$ cat config.mk
export PLATFORM = sky130hd
export DESIGN_NAME = lifo_free_list_slot_pool_core
export DESIGN_NICKNAME = d
export VERILOG_FILES = /design/src/rtl/lfsp_pkg.sv /design/src/rtl/lfsp_ram.sv /design/src/rtl/lifo_free_list_slot_pool_core.sv
export SDC_FILE = /design/constraint.sdc
export NUM_CORES = 2
export LEC_CHECK = 0
export ABC_AREA = 1
export BUFFER_PORTS_ARGS = -buffer_cell sky130_fd_sc_hd__clkbuf_2
export CORE_ASPECT_RATIO = 0.75
export CORE_MARGIN = 3
export CORE_UTILIZATION = 24
export DETAILED_ROUTE_END_ITERATION = 8
export PLACE_DENSITY = 0.4
export SLEW_MARGIN = 30
export SYNTH_ARGS = -nofsm -noshare
export SYNTH_HDL_FRONTEND = slang
export SYNTH_SLANG_ARGS = --single-unit
$ cat constraint.sdc
create_clock -name clk -period 8.5 [get_ports clk]
set_input_delay 0.425 -clock clk [delete_from_list [all_inputs] [get_ports clk]]
set_output_delay 0.425 -clock clk [all_outputs]
set_load 0.005 [all_outputs]
$ cat src/rtl/lfsp_pkg.sv
// lfsp_pkg: shared constants for the linked free-list slot pool
// operation and status codes, field widths and default pool depth
// no dependencies

package lfsp_pkg;

	localparam int POOL_DEPTH_DEF = 32;
	localparam int MAX_RESULTS    = 32;

	localparam int OP_W     = 2;
	localparam int SLOT_W   = 5;
	localparam int VALUE_W  = 64;
	localparam int STATUS_W = 2;

	typedef logic [OP_W-1:0]     op_t;
	typedef logic [STATUS_W-1:0] status_t;

	localparam op_t OP_ALLOC = 2'd0;
	localparam op_t OP_FREE  = 2'd1;
	localparam op_t OP_LIST  = 2'd2;

	localparam status_t ST_OK          = 2'd0;
	localparam status_t ST_POOL_EMPTY  = 2'd1;
	localparam status_t ST_NOT_ACTIVE  = 2'd2;
	localparam status_t ST_LIST_EMPTY  = 2'd3;

endpackage

$ cat src/rtl/lfsp_ram.sv
// lfsp_ram: generic simple dual-port ram, one write and one registered read port
// no dependencies

module lfsp_ram #(
	parameter int WIDTH = 8,
	parameter int DEPTH = 32
) (
	input  logic                     clk,
	input  logic                     we,
	input  logic [$clog2(DEPTH)-1:0] waddr,
	input  logic [WIDTH-1:0]         wdata,
	input  logic                     re,
	input  logic [$clog2(DEPTH)-1:0] raddr,
	output logic [WIDTH-1:0]         rdata
);

	logic [WIDTH-1:0] mem_q [DEPTH];

	// write port
	always_ff @(posedge clk) begin
		if (we) begin
			mem_q[waddr] <= wdata;
		end
	end

	// registered read port, holds when not enabled
	always_ff @(posedge clk) begin
		if (re) begin
			rdata <= mem_q[raddr];
		end
	end

endmodule

$ cat src/rtl/lifo_free_list_slot_pool_core.sv
// lifo_free_list_slot_pool_core: slot pool on a lifo free list and an active list
// depends on lfsp_pkg and lfsp_ram (link table and slot value memories)

// A pool of POOL_DEPTH slots sits on two singly linked lists held in a link
// memory; slot values sit in a second memory. Allocate pops the free-list
// head onto the active list and stores the value. Free walks the active list
// from its head through the link memory one slot at a time, then unlinks the
// slot and pushes it onto the free list. List reads link and value together,
// up to 32 results with last on the final one. One item is in work at a time;
// in_ready is high only between items, and the next item is taken while a
// result waits in the output register. The link memory comes out of reset
// ready to use: a valid bit per entry stands in for its initial chaining, so
// no clearing pass is needed.
module lifo_free_list_slot_pool_core #(
	parameter int POOL_DEPTH = lfsp_pkg::POOL_DEPTH_DEF
) (
	input  logic                           clk,
	input  logic                           arst_n,
	input  logic                           in_valid,
	output logic                           in_ready,
	input  logic [lfsp_pkg::OP_W-1:0]      operation,
	input  logic [lfsp_pkg::SLOT_W-1:0]    slot_number,
	input  logic [lfsp_pkg::VALUE_W-1:0]   watch_value,
	output logic                           out_valid,
	input  logic                           out_ready,
	output logic [lfsp_pkg::STATUS_W-1:0]  status,
	output logic [lfsp_pkg::SLOT_W-1:0]    result_slot,
	output logic [lfsp_pkg::VALUE_W-1:0]   result_value,
	output logic                           last
);

	localparam int AW       = $clog2(POOL_DEPTH);
	localparam int LW       = $clog2(POOL_DEPTH + 1);
	localparam int CW       = (LW > lfsp_pkg::SLOT_W) ? LW : lfsp_pkg::SLOT_W;
	localparam int LIST_MAX = (POOL_DEPTH < lfsp_pkg::MAX_RESULTS) ? POOL_DEPTH
	                                                              : lfsp_pkg::MAX_RESULTS;
	localparam int KW       = $clog2(LIST_MAX);

	localparam logic [LW-1:0] NULL_LINK = LW'(POOL_DEPTH);

	typedef logic [LW-1:0] link_t;

	typedef enum logic [3:0] {
		S_IDLE,
		S_ALLOC,
		S_ALLOC_UPD,
		S_FREE_CHK,
		S_FREE_STEP,
		S_FREE_UNLINK,
		S_FREE_PUSH,
		S_LIST_RD,
		S_LIST_OUT,
		S_EMIT
	} state_t;

	state_t                          state_q;
	logic [lfsp_pkg::SLOT_W-1:0]     num_q;
	logic [lfsp_pkg::VALUE_W-1:0]    val_q;
	link_t                           active_head_q;
	link_t                           free_head_q;
	link_t                           cur_q;
	link_t                           prev_q;
	link_t                           steps_q;
	logic [KW-1:0]                   k_q;
	lfsp_pkg::status_t               res_status_q;
	logic [lfsp_pkg::SLOT_W-1:0]     res_slot_q;
	logic [POOL_DEPTH-1:0]           link_valid_q;
	logic                            lv_q;
	logic [AW-1:0]                   raddr_q;

	logic                            out_valid_q;
	lfsp_pkg::status_t               status_q;
	logic [lfsp_pkg::SLOT_W-1:0]     result_slot_q;
	logic [lfsp_pkg::VALUE_W-1:0]    result_value_q;
	logic                            last_q;

	// memory ports
	logic                            link_we;
	logic [AW-1:0]                   link_waddr;
	link_t                           link_wdata;
	logic                            rd_en;
	logic [AW-1:0]                   rd_addr;
	link_t                           link_rdata;
	logic                            val_we;
	logic [AW-1:0]                   val_waddr;
	logic [lfsp_pkg::VALUE_W-1:0]    val_wdata;
	logic [lfsp_pkg::VALUE_W-1:0]    val_rdata;

	// derived control
	link_t                           link_data;
	logic                            out_free;
	logic                            cur_null;
	logic                            cur_match;
	logic                            free_null;
	logic                            list_final;

	lfsp_ram #(
		.WIDTH (LW),
		.DEPTH (POOL_DEPTH)
	) u_link_ram (
		.clk   (clk),
		.we    (link_we),
		.waddr (link_waddr),
		.wdata (link_wdata),
		.re    (rd_en),
		.raddr (rd_addr),
		.rdata (link_rdata)
	);

	lfsp_ram #(
		.WIDTH (lfsp_pkg::VALUE_W),
		.DEPTH (POOL_DEPTH)
	) u_value_ram (
		.clk   (clk),
		.we    (val_we),
		.waddr (val_waddr),
		.wdata (val_wdata),
		.re    (rd_en),
		.raddr (rd_addr),
		.rdata (val_rdata)
	);

	// never-written link entries read as their reset chaining, slot i to i+1
	assign link_data  = lv_q ? link_rdata : (LW'(raddr_q) + LW'(1));

	assign out_free   = !out_valid_q || out_ready;
	assign cur_null   = (cur_q >= NULL_LINK);
	assign cur_match  = (CW'(cur_q) == CW'(num_q));
	assign free_null  = (free_head_q >= NULL_LINK);
	assign list_final = (link_data >= NULL_LINK) || (k_q == KW'(LIST_MAX - 1));

	// memory read and write requests per sequencer step
	always_comb begin
		link_we    = 1'b0;
		link_waddr = cur_q[AW-1:0];
		link_wdata = link_data;
		val_we     = 1'b0;
		val_waddr  = cur_q[AW-1:0];
		val_wdata  = '0;
		rd_en      = 1'b0;
		rd_addr    = cur_q[AW-1:0];
		unique case (state_q)
			S_ALLOC: begin
				rd_en   = !free_null;
				rd_addr = free_head_q[AW-1:0];
			end
			S_ALLOC_UPD: begin
				link_we    = 1'b1;
				link_waddr = free_head_q[AW-1:0];
				link_wdata = active_head_q;
				val_we     = 1'b1;
				val_waddr  = free_head_q[AW-1:0];
				val_wdata  = val_q;
			end
			S_FREE_CHK: begin
				rd_en = !cur_null && (steps_q != NULL_LINK);
			end
			S_FREE_UNLINK: begin
				link_we    = (prev_q < NULL_LINK);
				link_waddr = prev_q[AW-1:0];
				link_wdata = link_data;
				val_we     = 1'b1;
			end
			S_FREE_PUSH: begin
				link_we    = 1'b1;
				link_wdata = free_head_q;
			end
			S_LIST_RD: begin
				rd_en = 1'b1;
			end
			default: begin
			end
		endcase
	end

	// sequencer, list heads and output register
	always_ff @(posedge clk or negedge arst_n) begin
		if (!arst_n) begin
			state_q        <= S_IDLE;
			num_q          <= '0;
			val_q          <= '0;
			active_head_q  <= NULL_LINK;
			free_head_q    <= '0;
			cur_q          <= NULL_LINK;
			prev_q         <= NULL_LINK;
			steps_q        <= '0;
			k_q            <= '0;
			res_status_q   <= lfsp_pkg::ST_OK;
			res_slot_q     <= '0;
			link_valid_q   <= '0;
			lv_q           <= 1'b0;
			raddr_q        <= '0;
			out_valid_q    <= 1'b0;
			status_q       <= lfsp_pkg::ST_OK;
			result_slot_q  <= '0;
			result_value_q <= '0;
			last_q         <= 1'b0;
		end else begin
			// output transfer frees the register
			if (out_valid_q && out_ready) begin
				out_valid_q <= 1'b0;
			end

			// capture the validity of the link entry being read
			if (rd_en) begin
				lv_q    <= link_valid_q[rd_addr];
				raddr_q <= rd_addr;
			end
			if (link_we) begin
				link_valid_q[link_waddr] <= 1'b1;
			end

			unique case (state_q)
				S_IDLE: begin
					if (in_valid) begin
						num_q   <= slot_number;
						val_q   <= watch_value;
						cur_q   <= active_head_q;
						prev_q  <= NULL_LINK;
						steps_q <= '0;
						k_q     <= '0;
						unique case (operation)
							lfsp_pkg::OP_ALLOC: state_q <= S_ALLOC;
							lfsp_pkg::OP_FREE:  state_q <= S_FREE_CHK;
							lfsp_pkg::OP_LIST: begin
								if (active_head_q >= NULL_LINK) begin
									res_status_q <= lfsp_pkg::ST_LIST_EMPTY;
									res_slot_q   <= '0;
									state_q      <= S_EMIT;
								end else begin
									state_q <= S_LIST_RD;
								end
							end
							default: state_q <= S_IDLE;
						endcase
					end
				end
				S_ALLOC: begin
					if (free_null) begin
						res_status_q <= lfsp_pkg::ST_POOL_EMPTY;
						res_slot_q   <= '0;
						state_q      <= S_EMIT;
					end else begin
						state_q <= S_ALLOC_UPD;
					end
				end
				S_ALLOC_UPD: begin
					free_head_q   <= link_data;
					active_head_q <= free_head_q;
					res_status_q  <= lfsp_pkg::ST_OK;
					res_slot_q    <= lfsp_pkg::SLOT_W'(free_head_q);
					state_q       <= S_EMIT;
				end
				S_FREE_CHK: begin
					if (cur_null || steps_q == NULL_LINK) begin
						res_status_q <= lfsp_pkg::ST_NOT_ACTIVE;
						res_slot_q   <= num_q;
						state_q      <= S_EMIT;
					end else if (cur_match) begin
						state_q <= S_FREE_UNLINK;
					end else begin
						state_q <= S_FREE_STEP;
					end
				end
				S_FREE_STEP: begin
					prev_q  <= cur_q;
					cur_q   <= link_data;
					steps_q <= steps_q + LW'(1);
					state_q <= S_FREE_CHK;
				end
				S_FREE_UNLINK: begin
					if (prev_q >= NULL_LINK) begin
						active_head_q <= link_data;
					end
					state_q <= S_FREE_PUSH;
				end
				S_FREE_PUSH: begin
					free_head_q  <= cur_q;
					res_status_q <= lfsp_pkg::ST_OK;
					res_slot_q   <= lfsp_pkg::SLOT_W'(cur_q);
					state_q      <= S_EMIT;
				end
				S_LIST_RD: begin
					state_q <= S_LIST_OUT;
				end
				S_LIST_OUT: begin
					if (out_free) begin
						out_valid_q    <= 1'b1;
						status_q       <= lfsp_pkg::ST_OK;
						result_slot_q  <= lfsp_pkg::SLOT_W'(cur_q);
						result_value_q <= val_rdata;
						last_q         <= list_final;
						if (list_final) begin
							state_q <= S_IDLE;
						end else begin
							cur_q   <= link_data;
							k_q     <= k_q + KW'(1);
							state_q <= S_LIST_RD;
						end
					end
				end
				S_EMIT: begin
					if (out_free) begin
						out_valid_q    <= 1'b1;
						status_q       <= res_status_q;
						result_slot_q  <= res_slot_q;
						result_value_q <= '0;
						last_q         <= 1'b1;
						state_q        <= S_IDLE;
					end
				end
				default: state_q <= S_IDLE;
			endcase
		end
	end

	assign in_ready     = (state_q == S_IDLE);
	assign out_valid    = out_valid_q;
	assign status       = status_q;
	assign result_slot  = result_slot_q;
	assign result_value = result_value_q;
	assign last         = last_q;

endmodule

Word level (Yosys, flattened, before mapping) --
Memory sizes are Yosys's and may differ from the RTL's. A register that Yosys moved wholly into a read port is not among the register bits. Index checks and enable logic that the tools add are counted.
Word-level totals: latch bits 0, word-level logic and storage cells 158, flip-flop bits (word level) 226, memory bits (read-only) 0, memories 2, RAM bits 2240
Memory list:
- u_value_ram.mem_q | depth 32, bits a word 64, read ports 1, clocked after memory_dff 1, write ports 1, line lfsp_ram.sv:17 | logic [WIDTH-1:0] mem_q [DEPTH];
- u_link_ram.mem_q | depth 32, bits a word 6, read ports 1, clocked after memory_dff 1, write ports 1, line lfsp_ram.sv:17
Cells by class: shift-type cells 0, $add $sub $neg 3, bitwise operators 1, divide/modulo/power cells 0, order comparisons 9, eq/ne operators 24, reduce and logical (&&, ||, !) cells 31, mux-type cells 69, multiply operators 0
Operator list (count):
- $mux 64 | 3
- $pmux 64 s2 | 1
- $mux 5 | 12
- $pmux 6 s2 | 5
- $mux 6 | 7
- $pmux 4 s9 | 1
- $or 32x32->32 | 1
- $ge 6x6->1 const B | 5
- $pmux 5 s2 | 3
- $pmux 5 s5 | 1
- $mux 4 | 6
- $pmux 6 s3 | 1
- $eq 4x3->1 const B | 4
- $mux 2 | 7
- $ne 2x2->1 const B | 7
- $mux 1 | 13
- $lt 5x6->1 const B | 2
- $pmux 4 s3 | 1
- $reduce_and 6->1 | 2
- $reduce_bool 2->1 | 5
- $eq 4x2->1 const B | 2
- $eq 4x4->1 const B | 2
- $pmux 2 s4 | 1
- $reduce_and 4->1 | 2
- 30 further kinds | 43

Longest topological paths before layout --
depth after elaboration 7, gate-level depth with buffers 14, depth with buffers taken out 12

Cells and area by module --
A second synthesis with hierarchy kept.
Second synthesis, totals: cell total of the unflattened synthesis 8626, area total of the unflattened synthesis 101996.6 um^2
Modules (own cells, without submodules):
- lfsp_ram at u_value_ram | area each 83631.5 um^2, cells an instance 6768, instances 1
- lifo_free_list_slot_pool_core | area each 10227.3 um^2, cells an instance 1154, instances 1
- lfsp_ram at u_link_ram | area each 8137.8 um^2, cells an instance 704, instances 1

Worst setup path before layout --
No wires, ideal clock.
kind flip-flop to flip-flop, from reg state_q[2], to mem u_value_ram.mem_q[17][0] (netlist bit) (enable), stages on the path, launching flop included 7, library setup time 0.487 ns, required time 8.013 ns, slack 3.843 ns, arrival time 4.170 ns, cells stage by stage dfrtp_1 nor2_4 nand2_1 clkbuf_1 a21oi_1 nand3_1 nor2_1
Between the ends: longest elaborated chain between the ends 5
Ends and longest elaborated chain:
- from (decl) | line lifo_free_list_slot_pool_core.sv:56 | state_t state_q;
- from (signal assigned) | line lifo_free_list_slot_pool_core.sv:179 | state_q <= S_IDLE;
- from (signal assigned) | line lifo_free_list_slot_pool_core.sv:223 | lfsp_pkg::OP_ALLOC: state_q <= S_ALLOC;
- from (signal assigned) | line lifo_free_list_slot_pool_core.sv:224 | lfsp_pkg::OP_FREE: state_q <= S_FREE_CHK;
- $eq 4x3->1 or $eq 4x2->1 (tied branches) | line lifo_free_list_slot_pool_core.sv:142 | unique case (state_q)
- $reduce_or 2->1 (no line)
- $mux 1 | line lifo_free_list_slot_pool_core.sv:142
- $mux 1 | line lfsp_ram.sv:21 | if (we) begin
- $mux 1 (implied by the code) | line lfsp_ram.sv:22 | mem_q[waddr] <= wdata;
- to (decl) | line lfsp_ram.sv:17
Parallel ways exist; a longest one is shown, timed or not.

Worst setup path after layout --
from reg state_q[1], to mem u_value_ram.mem_q[27][8] (netlist bit) (enable)
The elaborated chain is that of the path after synthesis.

==> results.ini <==
[synth]
avgSynthCellArea_um2=12.0
syn_area_mm2=0.101
synthMostInstantiatedCell=nand2_1
synth_top_cells_by_area=edfxtp_1, nand3_1, nand2_1
synth-main-ff-cell=edfxtp_1
syn_nets=8509
synth-seq-cells=2536
synthArstFlopShare=0.0891
ys_seq_area_frac=0.742
ys_types=44
synth_edf_count=2310
yosysWarnings=0
yosys.area.top_type=edfxtp_1
yosysTopAreaCellShare=0.686
syn_inst=8429
synth_common_cells=nand2_1, edfxtp_1, nand3_1

[route]
postRouteAntennaNets=0
post-route-drc-count=0
via_per_inst=4.64
vias=66900
post_drt_wl_per_cell_um=24.0
first_pass_iters=6
drt_iter0_markers=6397
wl_um=346000

[clock_tree]
worstSkewPairLatency_ns=0.94
clk_pin_slew_ns=0.06
ctsRootBufferMaster=clkbuf_16
holdBufCountCts=75
postCtsSetupBuffers=0
numCtsBuffers=284
cts_buffer_depth=4
cts_htree_levels=5
clock_sinks=2536
cts.repair.resized=0
tritoncts=done

[min_path]
worstHoldPathType=in2async

[timing]
slew_headroom=0.306
fin_setup_tns_ns=0
hold_violations=0
worst_pin_slew_ns=1.04
post-route-min-period_ns=4.73
maxSlewViolCount=0
fmax_mhz=211
fin_hold_ws_ns=0.134
fin_ws_ns=3.77
finalSetupViolations=0
finalCritPeriodShare=0.557
rsz0062_at_grt=no
fin_worst_skew_ns=0.0583

[worst_setup_path]
cp.arrival_ns=5.27
crit_start=state_q[1]$_DFFE_PN0P_
cp.buffers_inverters=4
crit_type=reg2reg
regToRegStartpoint=state_q[1]$_DFFE_PN0P_
cpMostUsedCell=buf_4
cpLargestDelayFamily=buffers and inverters
cp_max_fo=35
crit_path_top_delay_cell=o21ai_0
crit_chain=nand2_1 -> inv_1 -> nand2_4 -> inv_2 -> o21ai_0 -> nand3_1 -> nor2_4 -> buf_4 -> buf_4
crit_path_end_kind=flip-flop
slowest_delay_ns=0.75
critPathRequiredTime_ns=9.03
cp-start-kind=flip-flop

[finish]
area_growth_pct=18.4
final_layout_size_suffix_gt1_frac=0.0988
nNetsFinal=8684
final_cells=14400

[floorplanning]
die_x_um=755
core_mm2=0.418
die_h_um=568
ios=149
die_area_mm2=0.429
row_count=205
start_util=0.242

[grt]
grt_max_degree=186
track_usage=0.156
grt-ovfl-total=0
antenna_found_initial=23
grt_pass1_wl_um=494000
grt_pass1_vias=65300

[outcome]
status=finished, final reports clean

[placement]
preCtsSetupSlack_ns=3.73
place_congestion=0.809
numPortBuffers=148
place_hpwl_um=190000
dp_cells=13800

[pwr]
power_uw=47300
peakVddDrop_v=0.000434
p_leak_uw=0.0422
powerDensity_mw_per_mm2=396

[run]
max-cap-violations=0

-- final timing paths --
kind,endpoint,slack [ns],cells after the start
hold reg to reg,link_valid_q[9]$_DFFE_PN0P_,0.45,2
setup / recovery,u_value_ram.mem_q[27][8]$_DFFE_PP_,3.77,9
min in group clk,val_q[51]$_DFFE_PN0P_,0.24,4
setup reg to reg,u_value_ram.mem_q[27][8]$_DFFE_PP_,3.77,9
max in group asynchronous,val_q[15]$_DFFE_PN0P_,6.60,5
hold / removal,val_q[55]$_DFFE_PN0P_,0.13,2
-- state kept, by name, indices dropped and copies added (netlist names), 5 cells and up --
signal             count
active_head_q          6
cur_q                  6
free_head_q            6
k_q                    5
link_valid_q          32
num_q                  5
prev_q                 6
raddr_q                5
res_slot_q             5
result_slot            5
result_value          64
steps_q                6
u_link_ram.mem_q     192
u_link_ram.rdata       6
u_value_ram.mem_q   2048
u_value_ram.rdata     64
val_q                 64
-- layer usage --
metal  wire length, um  global-route usage  share of wire
met3             19500              0.0239          0.056
met5                 0                   0              0
met1            163000               0.228           0.47
met4              7670              0.0374          0.022
met2            156000               0.243           0.45
-- worst register-to-register path, delay by kind of cell (launching register included) --
family	cells	cell delay (ns)
buf+inv	4	1.60
simple gates	4	1.45
compound gates	1	0.75
flops	1	0.45
-- cells by family (layout without fill, tap and decap cells) --
kind of cell    Yosys count  in the layout  synth area share
compound gates          286            286            0.0177
xor+xnor                  7              7          0.000606
mux                       4              4          0.000446
simple gates           4874           4874             0.208
other cells               0              5                 0
flops                  2536           2536             0.742
buf+inv                 717           1123            0.0301
fa+ha+maj                 5              5          0.000619
-- cell usage in the layout, fill, tap and decap left out, types with 4 or more instances in the layout --
| cell | count |
|---|---|
| ha_1 | 5 |
| xor2_1 | 6 |
| mux2_2 | 4 |
| o21ai_1 | 19 |
| nor2_2 | 4 |
| clkinv_8 | 9 |
| nand2_1 | 2515 |
| nand3_1 | 2174 |
| buf_4 | 122 |
| buf_16 | 36 |
| diode_2 | 5 |
| inv_2 | 4 |
| nor2_4 | 89 |
| clkbuf_16 | 284 |
| buf_12 | 35 |
| inv_16 | 9 |
| dfrtp_1 | 223 |
| clkinv_2 | 47 |
| o221ai_2 | 6 |
| clkinv_1 | 34 |
| nor2_1 | 78 |
| clkbuf_8 | 16 |
| inv_6 | 13 |
| o31ai_1 | 4 |
| edfxtp_1 | 2310 |
| a21oi_1 | 15 |
| o21ai_0 | 143 |
| inv_1 | 179 |
| o22ai_1 | 11 |
| bufinv_16 | 13 |
| inv_8 | 4 |
| clkbuf_2 | 147 |
| clkbuf_1 | 85 |
| o21ai_4 | 5 |
| clkinvlp_4 | 4 |
| a22o_1 | 64 |
| o211ai_1 | 6 |
| dlygate4sd3_1 | 75 |
-- cell type report --
cell class	count	area (um2)
well taps	5589	6990
repair buffers	418	4140
clock inverters	132	1300
inverters	188	728
multi-input cells	5176	23800
diodes	5	12.5
fillers	42700	298000
flip-flops and latches	2536	75000
clock buffers	385	7650
-- power breakdown --
group	total (uW)	switching, uW	leakage [uW]	internal [uW]
Sequential	16200	509	0.0240	15700
Combinational	19000	14400	0.0138	4630
Clock	12100	5310	0.00438	6790
-- stage by stage --
step | instance area, um2 | utilization
global route | 120000 | 0.287
CTS | 119000 | 0.285
global placement | 109000 | 0.261
floorplan | 101000 | -
detailed placement | 109000 | 0.262
finish | 120000 | 0.287
Power figures use the tool's default switching activity.
